## config.mk

```make
export PLATFORM = sky130hd
export DESIGN_NAME = round_robin_time_slice_scheduler
export DESIGN_NICKNAME = d
export VERILOG_FILES = /design/src/design/rrs_pkg.sv /design/src/design/round_robin_time_slice_scheduler.sv /design/src/design/rrs_front.sv /design/src/design/rrs_back.sv
export SDC_FILE = /design/constraint.sdc
export NUM_CORES = 2
export LEC_CHECK = 0
export BUFFER_PORTS_ARGS = -buffer_cell sky130_fd_sc_hd__buf_2
export CORE_AREA = 4 4 314 316
export DETAILED_ROUTE_END_ITERATION = 8
export DIE_AREA = 0 0 318 320
export HOLD_SLACK_MARGIN = 0.08
export PLACE_DENSITY = 0.79
export SLEW_MARGIN = 20
export SYNTH_ARGS = -nofsm -noshare
export SYNTH_HDL_FRONTEND = slang
export SYNTH_SLANG_ARGS = --single-unit
```

## constraint.sdc

```tcl
create_clock -name clk -period 11.3 [get_ports clk]
set_input_delay 1.695 -clock clk [delete_from_list [all_inputs] [get_ports clk]]
set_output_delay 1.695 -clock clk [all_outputs]
set_load 0.01 [all_outputs]
```

## src/design/rrs_pkg.sv

```systemverilog
`timescale 1ns / 1ps
`default_nettype none
// ----------------------------------------------------------------------------
// rrs_pkg: shared types and constants of the round-robin scheduler
// Holds the command and queue entry formats, the result status codes and
// the back-end state encoding.
// ----------------------------------------------------------------------------
package rrs_pkg;

  localparam int ID_W    = 16;
  localparam int BURST_W = 16;
  localparam int TIME_W  = 20;
  localparam int QUANT_W = 16;

  localparam logic [TIME_W-1:0] TIME_MAX = {TIME_W{1'b1}};

  // Result status codes.
  typedef enum logic [1:0] {
    STATUS_SLICE    = 2'd0,
    STATUS_ACCEPTED = 2'd1,
    STATUS_FULL     = 2'd2,
    STATUS_EMPTY    = 2'd3
  } status_t;

  // Classified command, as held in the command queue.
  typedef enum logic {
    OP_ADD      = 1'b0,
    OP_DISPATCH = 1'b1
  } op_t;

  typedef struct packed {
    op_t                op;
    logic [ID_W-1:0]    job_id;
    logic [BURST_W-1:0] burst;
  } cmd_t;

  // One entry of the ready queue memory.
  typedef struct packed {
    logic [ID_W-1:0]    job;
    logic [BURST_W-1:0] remaining;
    logic [BURST_W-1:0] burst;
    logic [TIME_W-1:0]  first_start;
    logic               started;
  } entry_t;

  // Back-end sequencer states.
  typedef enum logic [1:0] {
    ST_IDLE,
    ST_EXEC,
    ST_RESP
  } state_t;

endpackage : rrs_pkg
`default_nettype wire

```

## src/design/round_robin_time_slice_scheduler.sv

```systemverilog
`timescale 1ns / 1ps
`default_nettype none
// ----------------------------------------------------------------------------
// round_robin_time_slice_scheduler: round-robin scheduler with a configurable quantum
// Input transfers either add a job to a FIFO ready queue of MAX_JOBS entries
// or dispatch one time slice of the head job; every transfer gives one result.
// ----------------------------------------------------------------------------
// An add completes in the idle state that accepts it. A dispatch reads the
// head entry in the idle state, since the ready queue memory has a registered
// read port, runs the slice and writes the job back to the tail in the
// execute state, and loads the result register in the response state. Full
// and empty results are loaded in the idle state. A two-entry command queue
// in front keeps input transfers flowing while the back end works or waits
// for the result to be taken; each item is registered in that queue. The
// quantum register may be written only while no item is in flight; a quantum
// of zero acts as one. Queue entries need no clearing after reset.
module round_robin_time_slice_scheduler #(
  parameter int MAX_JOBS = 16
) (
  input  wire logic                        clk,
  input  wire logic                        rst,
  input  wire logic                        cfg_write,
  input  wire logic [rrs_pkg::QUANT_W-1:0] cfg_data,
  input  wire logic                        in_valid,
  output logic                             in_ready,
  input  wire logic                        func,
  input  wire logic [rrs_pkg::ID_W-1:0]    job_id,
  input  wire logic [rrs_pkg::BURST_W-1:0] burst_time,
  output logic                             out_valid,
  input  wire logic                        out_ready,
  output rrs_pkg::status_t                 status,
  output logic [rrs_pkg::ID_W-1:0]         slice_job,
  output logic [rrs_pkg::TIME_W-1:0]       slice_start,
  output logic [rrs_pkg::TIME_W-1:0]       slice_finish,
  output logic                             job_done,
  output logic [rrs_pkg::TIME_W-1:0]       response_time,
  output logic [rrs_pkg::TIME_W-1:0]       turnaround_time,
  output logic [rrs_pkg::TIME_W-1:0]       waiting_time
);
  import rrs_pkg::*;

  logic               quantum;
  logic [QUANT_W-1:0] quantum_reg;
  logic               cmd_valid;
  logic               cmd_ready;
  cmd_t               cmd;

  // Quantum configuration register.
  always_ff @(posedge clk) begin
    if (rst) begin
      quantum_reg <= QUANT_W'(4);
    end else if (cfg_write) begin
      quantum_reg <= cfg_data;
    end
  end

  assign quantum = (quantum_reg != '0);

  // Front end: take transfers and queue classified commands.
  rrs_front u_front (
    .clk        (clk),
    .rst        (rst),
    .in_valid   (in_valid),
    .in_ready   (in_ready),
    .func       (func),
    .job_id     (job_id),
    .burst_time (burst_time),
    .cmd_valid  (cmd_valid),
    .cmd_ready  (cmd_ready),
    .cmd        (cmd)
  );

  // Back end: ready queue, clock and results.
  rrs_back #(
    .MAX_JOBS (MAX_JOBS)
  ) u_back (
    .clk             (clk),
    .rst             (rst),
    .cmd_valid       (cmd_valid),
    .cmd_ready       (cmd_ready),
    .cmd             (cmd),
    .quantum         (quantum_reg),
    .out_valid       (out_valid),
    .out_ready       (out_ready),
    .status          (status),
    .slice_job       (slice_job),
    .slice_start     (slice_start),
    .slice_finish    (slice_finish),
    .job_done        (job_done),
    .response_time   (response_time),
    .turnaround_time (turnaround_time),
    .waiting_time    (waiting_time)
  );

  // A completed job reports its completion time as the slice finish.
  a_turnaround_is_finish : assert property (@(posedge clk) disable iff (rst)
    (out_valid && job_done) |-> (turnaround_time == slice_finish))
    else $error("turnaround differs from slice finish");

  // A slice never ends before it starts, whatever the saturation.
  a_finish_after_start : assert property (@(posedge clk) disable iff (rst)
    (out_valid && (status == STATUS_SLICE)) |-> (slice_finish >= slice_start))
    else $error("slice finishes before it starts");

  // Only a dispatched slice can complete a job.
  a_done_only_on_slice : assert property (@(posedge clk) disable iff (rst)
    (out_valid && (status != STATUS_SLICE)) |-> (!job_done && (slice_job == '0)))
    else $error("non-slice result carries slice fields");

  // Waiting time never exceeds turnaround, and a job first started no later
  // than its final slice.
  a_waiting_bounded : assert property (@(posedge clk) disable iff (rst)
    (out_valid && job_done) |-> ((waiting_time <= turnaround_time)
                                 && (response_time <= slice_start)))
    else $error("completion times inconsistent");

  // Reset loads a nonzero quantum.
  a_quantum_reset : assert property (@(posedge clk)
    $past(rst) |-> quantum)
    else $error("quantum not set by reset");

endmodule : round_robin_time_slice_scheduler
`default_nettype wire

```

## src/design/rrs_front.sv

```systemverilog
`timescale 1ns / 1ps
`default_nettype none
// ----------------------------------------------------------------------------
// rrs_front: input side of the scheduler
// Takes input transfers, classifies them into add or dispatch commands and
// holds them in a two-entry queue until the back end is free.
// ----------------------------------------------------------------------------
module rrs_front (
  input  wire logic                        clk,
  input  wire logic                        rst,
  input  wire logic                        in_valid,
  output logic                             in_ready,
  input  wire logic                        func,
  input  wire logic [rrs_pkg::ID_W-1:0]    job_id,
  input  wire logic [rrs_pkg::BURST_W-1:0] burst_time,
  output logic                             cmd_valid,
  input  wire logic                        cmd_ready,
  output rrs_pkg::cmd_t                    cmd
);
  import rrs_pkg::*;

  cmd_t       slot [2];
  logic       wr_ptr;
  logic       rd_ptr;
  logic [1:0] fill;
  logic       push;
  logic       pop;
  cmd_t       in_cmd;

  // Classify the incoming item.
  always_comb begin
    in_cmd.op     = func ? OP_DISPATCH : OP_ADD;
    in_cmd.job_id = job_id;
    in_cmd.burst  = burst_time;
  end

  assign in_ready  = (fill != 2'd2);
  assign push      = in_valid && in_ready;
  assign cmd_valid = (fill != 2'd0);
  assign pop       = cmd_valid && cmd_ready;
  assign cmd       = slot[rd_ptr];

  // Queue storage.
  always_ff @(posedge clk) begin
    if (push) begin
      slot[wr_ptr] <= in_cmd;
    end
  end

  // Queue pointers and fill level.
  always_ff @(posedge clk) begin
    if (rst) begin
      wr_ptr <= 1'b0;
      rd_ptr <= 1'b0;
      fill   <= 2'd0;
    end else begin
      if (push) begin
        wr_ptr <= ~wr_ptr;
      end
      if (pop) begin
        rd_ptr <= ~rd_ptr;
      end
      case ({push, pop})
        2'b10:   fill <= fill + 2'd1;
        2'b01:   fill <= fill - 2'd1;
        default: fill <= fill;
      endcase
    end
  end

endmodule : rrs_front
`default_nettype wire

```

## src/design/rrs_back.sv

```systemverilog
`timescale 1ns / 1ps
`default_nettype none
// ----------------------------------------------------------------------------
// rrs_back: execution side of the scheduler
// Owns the ready queue memory, the clock and the result register. Adds
// complete on acceptance; a dispatch reads the head entry, runs the slice
// and writes an unfinished job back to the tail, then forms the result.
// ----------------------------------------------------------------------------
module rrs_back #(
  parameter int MAX_JOBS = 16
) (
  input  wire logic                        clk,
  input  wire logic                        rst,
  input  wire logic                        cmd_valid,
  output logic                             cmd_ready,
  input  wire rrs_pkg::cmd_t               cmd,
  input  wire logic [rrs_pkg::QUANT_W-1:0] quantum,
  output logic                             out_valid,
  input  wire logic                        out_ready,
  output rrs_pkg::status_t                 status,
  output logic [rrs_pkg::ID_W-1:0]         slice_job,
  output logic [rrs_pkg::TIME_W-1:0]       slice_start,
  output logic [rrs_pkg::TIME_W-1:0]       slice_finish,
  output logic                             job_done,
  output logic [rrs_pkg::TIME_W-1:0]       response_time,
  output logic [rrs_pkg::TIME_W-1:0]       turnaround_time,
  output logic [rrs_pkg::TIME_W-1:0]       waiting_time
);
  import rrs_pkg::*;

  localparam int PW = (MAX_JOBS > 1) ? $clog2(MAX_JOBS) : 1;
  localparam int CW = $clog2(MAX_JOBS + 1);
  localparam logic [PW-1:0] LAST_PTR = PW'(MAX_JOBS - 1);
  localparam logic [CW-1:0] FULL_CNT = CW'(MAX_JOBS);

  // Ready queue memory and its registered read data.
  entry_t mem [MAX_JOBS];
  entry_t rd_data;
  logic   mem_we;
  logic   mem_re;
  entry_t mem_wdata;

  // Control state.
  state_t        state, state_next;
  logic [PW-1:0] head, head_next;
  logic [PW-1:0] tail, tail_next;
  logic [CW-1:0] count, count_next;
  logic [TIME_W-1:0] cur_time, cur_time_next;

  // Slice registers between the execute and response steps.
  logic [ID_W-1:0]    ex_job, ex_job_next;
  logic [TIME_W-1:0]  ex_start, ex_start_next;
  logic [TIME_W-1:0]  ex_finish, ex_finish_next;
  logic [TIME_W-1:0]  ex_first, ex_first_next;
  logic [BURST_W-1:0] ex_burst, ex_burst_next;
  logic               ex_done, ex_done_next;

  // Result register next values.
  logic              out_valid_next;
  logic              out_load;
  status_t           status_next;
  logic [ID_W-1:0]   slice_job_next;
  logic [TIME_W-1:0] slice_start_next;
  logic [TIME_W-1:0] slice_finish_next;
  logic              job_done_next;
  logic [TIME_W-1:0] response_next;
  logic [TIME_W-1:0] turnaround_next;
  logic [TIME_W-1:0] waiting_next;

  // Slice arithmetic.
  logic [QUANT_W-1:0] q_eff;
  logic               requeue;
  logic [BURST_W-1:0] run;
  logic [TIME_W:0]    finish_sum;
  logic [TIME_W-1:0]  finish_sat;
  logic [TIME_W-1:0]  burst_ext;

  // Memory: one write port at the tail, one registered read at the head.
  always_ff @(posedge clk) begin
    if (mem_we) begin
      mem[tail] <= mem_wdata;
    end
    if (mem_re) begin
      rd_data <= mem[head];
    end
  end

  // Slice length, finish time and whether the job goes back to the queue.
  always_comb begin
    q_eff      = (quantum == '0) ? QUANT_W'(1) : quantum;
    requeue    = (rd_data.remaining > q_eff);
    run        = requeue ? q_eff : rd_data.remaining;
    finish_sum = {1'b0, cur_time} + (TIME_W + 1)'(run);
    finish_sat = finish_sum[TIME_W] ? TIME_MAX : finish_sum[TIME_W-1:0];
    burst_ext  = TIME_W'(ex_burst);
  end

  // Sequencer: next state, queue updates and result formation.
  always_comb begin
    state_next     = state;
    head_next      = head;
    tail_next      = tail;
    count_next     = count;
    cur_time_next  = cur_time;
    cmd_ready      = 1'b0;
    mem_we         = 1'b0;
    mem_re         = 1'b0;
    mem_wdata      = '0;
    ex_job_next    = ex_job;
    ex_start_next  = ex_start;
    ex_finish_next = ex_finish;
    ex_first_next  = ex_first;
    ex_burst_next  = ex_burst;
    ex_done_next   = ex_done;

    out_load          = 1'b0;
    status_next       = STATUS_SLICE;
    slice_job_next    = '0;
    slice_start_next  = '0;
    slice_finish_next = '0;
    job_done_next     = 1'b0;
    response_next     = '0;
    turnaround_next   = '0;
    waiting_next      = '0;

    unique case (state)
      ST_IDLE: begin
        // A command starts only when the result register is free.
        if (cmd_valid && (!out_valid || out_ready)) begin
          cmd_ready = 1'b1;
          unique case (cmd.op)
            OP_ADD: begin
              out_load = 1'b1;
              if (count == FULL_CNT) begin
                status_next = STATUS_FULL;
              end else begin
                status_next           = STATUS_ACCEPTED;
                mem_we                = 1'b1;
                mem_wdata.job         = cmd.job_id;
                mem_wdata.remaining   = cmd.burst;
                mem_wdata.burst       = cmd.burst;
                mem_wdata.first_start = '0;
                mem_wdata.started     = 1'b0;
                tail_next  = (tail == LAST_PTR) ? '0 : tail + PW'(1);
                count_next = count + CW'(1);
              end
            end
            OP_DISPATCH: begin
              if (count == '0) begin
                out_load    = 1'b1;
                status_next = STATUS_EMPTY;
              end else begin
                mem_re     = 1'b1;
                head_next  = (head == LAST_PTR) ? '0 : head + PW'(1);
                count_next = count - CW'(1);
                state_next = ST_EXEC;
              end
            end
            default: begin
              state_next = ST_IDLE;
            end
          endcase
        end
      end
      ST_EXEC: begin
        // Run the slice and put unfinished work back at the tail.
        cur_time_next  = finish_sat;
        ex_job_next    = rd_data.job;
        ex_start_next  = cur_time;
        ex_finish_next = finish_sat;
        ex_first_next  = rd_data.started ? rd_data.first_start : cur_time;
        ex_burst_next  = rd_data.burst;
        ex_done_next   = !requeue;
        if (requeue) begin
          mem_we                = 1'b1;
          mem_wdata.job         = rd_data.job;
          mem_wdata.remaining   = rd_data.remaining - q_eff;
          mem_wdata.burst       = rd_data.burst;
          mem_wdata.first_start = rd_data.started ? rd_data.first_start : cur_time;
          mem_wdata.started     = 1'b1;
          tail_next  = (tail == LAST_PTR) ? '0 : tail + PW'(1);
          count_next = count + CW'(1);
        end
        state_next = ST_RESP;
      end
      ST_RESP: begin
        // The result register was drained when the dispatch started.
        out_load          = 1'b1;
        status_next       = STATUS_SLICE;
        slice_job_next    = ex_job;
        slice_start_next  = ex_start;
        slice_finish_next = ex_finish;
        job_done_next     = ex_done;
        if (ex_done) begin
          response_next   = ex_first;
          turnaround_next = ex_finish;
          waiting_next    = (ex_finish >= burst_ext) ? ex_finish - burst_ext : '0;
        end
        state_next = ST_IDLE;
      end
      default: begin
        state_next = ST_IDLE;
      end
    endcase

    out_valid_next = out_load || (out_valid && !out_ready);
  end

  // Control registers.
  always_ff @(posedge clk) begin
    if (rst) begin
      state     <= ST_IDLE;
      head      <= '0;
      tail      <= '0;
      count     <= '0;
      cur_time  <= '0;
      out_valid <= 1'b0;
    end else begin
      state     <= state_next;
      head      <= head_next;
      tail      <= tail_next;
      count     <= count_next;
      cur_time  <= cur_time_next;
      out_valid <= out_valid_next;
    end
  end

  // Slice and result payload registers.
  always_ff @(posedge clk) begin
    ex_job    <= ex_job_next;
    ex_start  <= ex_start_next;
    ex_finish <= ex_finish_next;
    ex_first  <= ex_first_next;
    ex_burst  <= ex_burst_next;
    ex_done   <= ex_done_next;
    if (out_load) begin
      status          <= status_next;
      slice_job       <= slice_job_next;
      slice_start     <= slice_start_next;
      slice_finish    <= slice_finish_next;
      job_done        <= job_done_next;
      response_time   <= response_next;
      turnaround_time <= turnaround_next;
      waiting_time    <= waiting_next;
    end
  end

endmodule : rrs_back
`default_nettype wire

```

==> results.toml <==
[detailed_routing]
drtPass1Iterations = 6
remaining_drc_errors = 0
initialDrtViolationCount = 4047
ant_nets = 0
avgRoutedWirePerCell_um = 31.6
drt_wl_total_mm = 145
vias = 30600
vias_per_cell = 6.67

[logic_synthesis]
synth_nets = 3051
synth_cells = 2937
synthArstFlopShare_pct = 0
ys_ff_latch = 1508
synth-edff-count = 1451
avgSynthCellArea_um2 = 20.1
yosysWarnings = 0
syn_area_um2 = 59200
synth-main-ff-cell = "edfxtp_1"
synthDistinctLibCells = 75
synth_seq_area_share_pct = 75.6

[sta]
rsz0062_at_grt = "no"
worst_pin_slew_ps = 1120
skew_ps = 25.6
finalHoldViolCount = 0
finalWorstSetupSlack_ps = 5590
hold_ws_ps = 449
setup-tns-final_ps = 0
setup-violations-final = 0
fin_crit_sh_pct = 50.5
fmax_mhz = 175
fin_crit_ps = 5710
relSlewSlack_pct = 22.9
drv_slew = 0

[global_route]
gr-usage-met1_pct = 39.9
grt_util_met2_pct = 46.4
top_usage_layer = "met2"
grt_max_degree = 181
grt_overflow = 0
grtUsageTotal_pct = 28.8
grt_pass1_wl_mm = 214
antenna_found_initial = 7
first_global_vias = 30900
use_met3_pct = 6.54

[placement]
placed_cells = 4310
gp_congestion = 0.898
place_ws_ps = 5690
dpl.hpwl_mm = 79.7
io_buffers = 174

[clock_network]
clock_latency_ps = 760
cts.reportedPaths.clkPinSlew_ps = 60
htreeDepth = 4
post_cts_buffers = 0
ctsResizeCount = 0
hold_buffers = 0
cts_buffers = 146
cts.sinks = 1508
cts_tree = "yes"
clockBufferDepth = 3
cts-root-buf = "clkbuf_16"

[floorplanning]
std_cell_rows = 114
die_w_um = 318
num_io_pins = 175
dieArea_um2 = 102000
floorplan.initialDensity_pct = 61.6
coreArea_um2 = 96000
dieHeight_um = 320

[setup_path]
crit_fanout = 19
setup.worst_path.end_class = "flip-flop"
cp_slowest_stage_delay_ps = 540
startpoint_type = "flip-flop"
startpoint = "quantum_reg[3]$_SDFFE_PP0P_"
arrival_ps = 6340
cp.required_ps = 11940
setup.worst_path.class = "reg2reg"
critPathSlowestCell = "and2b_1"
r2r_start = "quantum_reg[3]$_SDFFE_PP0P_"
crit_chain = "nor4_1 -> a41o_1 -> ha_1 -> inv_1 -> fa_1 -> nand3_1 -> nand2_1 -> a21oi_2 -> o31a_4 -> nor2_1 -> inv_1 -> a21oi_1 -> fa_1 -> or2b_1 -> a21oi_1 -> o21ai_1 -> o211ai_2 -> and2b_1 -> nor4_1 -> a2111oi_2"

[finish]
regMostFlops = "u_back.mem"
areaGrowthSynthToFinish_pct = 12.5
nFillCells = 5504
largest_reg_flops = 1104
reg_top3 = "u_back.mem (1104), u_back.rd_data (69), u_front.slot (66)"
multiInputGateArea_um2 = 13800
finalNetCount = 3301
layout-drive-gt1-share_pct = 26.4
stdcell_count = 4585
regArea_um2 = 44700

[pwr]
power_density_nw_per_um2 = 226
pwr-share-comb_pct = 19.0
pwr-share-clk_pct = 32.1
p_leak_uw = 0.0223
switching_share_pct = 27.4
finalPower_uw = 15000
ir_worst_vdd_mv = 0.170
seqPwrFrac_pct = 48.9
intPower_uw = 10900
p_sw_uw = 4120

[worst_hold_path]
worstHoldPathType = "reg2reg"
hp-start = "u_back.cur_time[18]$_SDFFE_PP0P_"

[outcome]
outcome = "completed"

[run]
max_cap_violations = 0
## through the flow
| stage | utilization (%) | cell area, µm² |
|---|---|---|
| after floorplan | - | 59200 |
| after global placement | 64.2 | 61600 |
| after detailed placement | 64.3 | 61700 |
| after CTS | 69.2 | 66400 |
| after global routing | 69.3 | 66500 |
| final | 69.3 | 66500 |
## power by group through the flow
stage	clock, µW	sequential, µW	combinational (µW)
4_1_cts	4870	7340	2830
5_1_grt	5140	7370	3060
2_1_floorplan	0	7450	1740
3_5_place_dp	0	7440	2780
3_3_place_gp	0	7410	2700
6_report	4820	7340	2860
## cells in the mapped netlist (all sizes together) (15+ instances only)
master,count,area [µm²]
mux2,21,244
nand2b,16,100
a21oi,64,347
nor2,110,428
ha,57,713
xor2,23,201
o22ai,15,93.8
nand2,97,377
edfxtp,1451,43600
mux4,345,7770
o21ai,107,558
dfxtp,57,1140
and3,65,412
buf,59,303
and2,61,382
xnor2,23,201
inv,55,206
mux2i,54,541
nor3,35,175
clkbuf,82,309
## routing by layer
metal  vias to the layer above  wire length (µm)
met1                     15700             52900
met5                         -                88
met3                       300             15500
li1                      12500                 -
met2                      2107             71100
met4                        12              5380
## area by class of cell
cell class	instances	share of cell area (%)
inverters	55	0.314
clock buffers	185	5.90
well taps	1276	2.40
repair buffers	243	2.21
diodes	3	0.0113
clock inverters	82	1.15
multi-input cells	1233	20.8
flip-flops and latches	1508	67.2
## cells in the final DEF (no fill, tap or decap), drive strengths merged, types with 4 or more instances in the layout
cell    netlist  layout
edfxtp     1451    1451
mux4        345     345
buf          59     241
clkbuf       82     187
nor2        110     110
o21ai       107     107
nand2        97      97
and3         65      65
a21oi        64      64
inv          55      64
and2         61      61
clkinv        0      58
ha           57      57
dfxtp        57      57
mux2i        54      54
nor3         35      35
xor2         23      23
xnor2        23      23
mux2         21      21
nand2b       16      16
o22ai        15      15
a31oi        13      13
bufinv        0      13
nor2b        13      13
or2          11      11
nor4         11      11
a21o         11      11
nand3        10      10
a211oi        9       9
or3           7       7
nand4         7       7
o31ai         5       5
o211ai        5       5
o21a          4       4
## path summary, 6_finish.rpt
check	to	slack, ps	depth (start not counted)
hold / removal	u_back.ex_start[18]$_DFFE_PP_	450	0
hold reg to reg	u_back.ex_start[18]$_DFFE_PP_	450	0
setup reg to reg	u_back.cur_time[17]$_SDFFE_PP0P_	5590	20
setup / recovery	u_back.cur_time[17]$_SDFFE_PP0P_	5590	20
## cell families (layout without fill, tap and decap cells)
| logic type | count (synthesis) | count (layout) | share of synthesized area, % |
|---|---|---|---|
| flops | 1508 | 1508 | 75.6 |
| simple gates | 452 | 452 | 3.93 |
| mux | 420 | 420 | 14.5 |
| compound gates | 255 | 255 | 2.65 |
| buf+inv | 196 | 565 | 1.38 |
| fa+ha+maj | 60 | 60 | 1.31 |
| xor+xnor | 46 | 46 | 0.681 |
| other cells | 0 | 3 | 0 |
## critical path, delay by kind of cell (launching register included)
kind	cells	cell delay, ps
DFF	1	320
buffers and inverters	2	440
and+or+nand+nor	7	1560
adders and majority gates	3	1050
AOI/OAI and AO/OA	8	2200
Power figures use the tool's default switching activity.
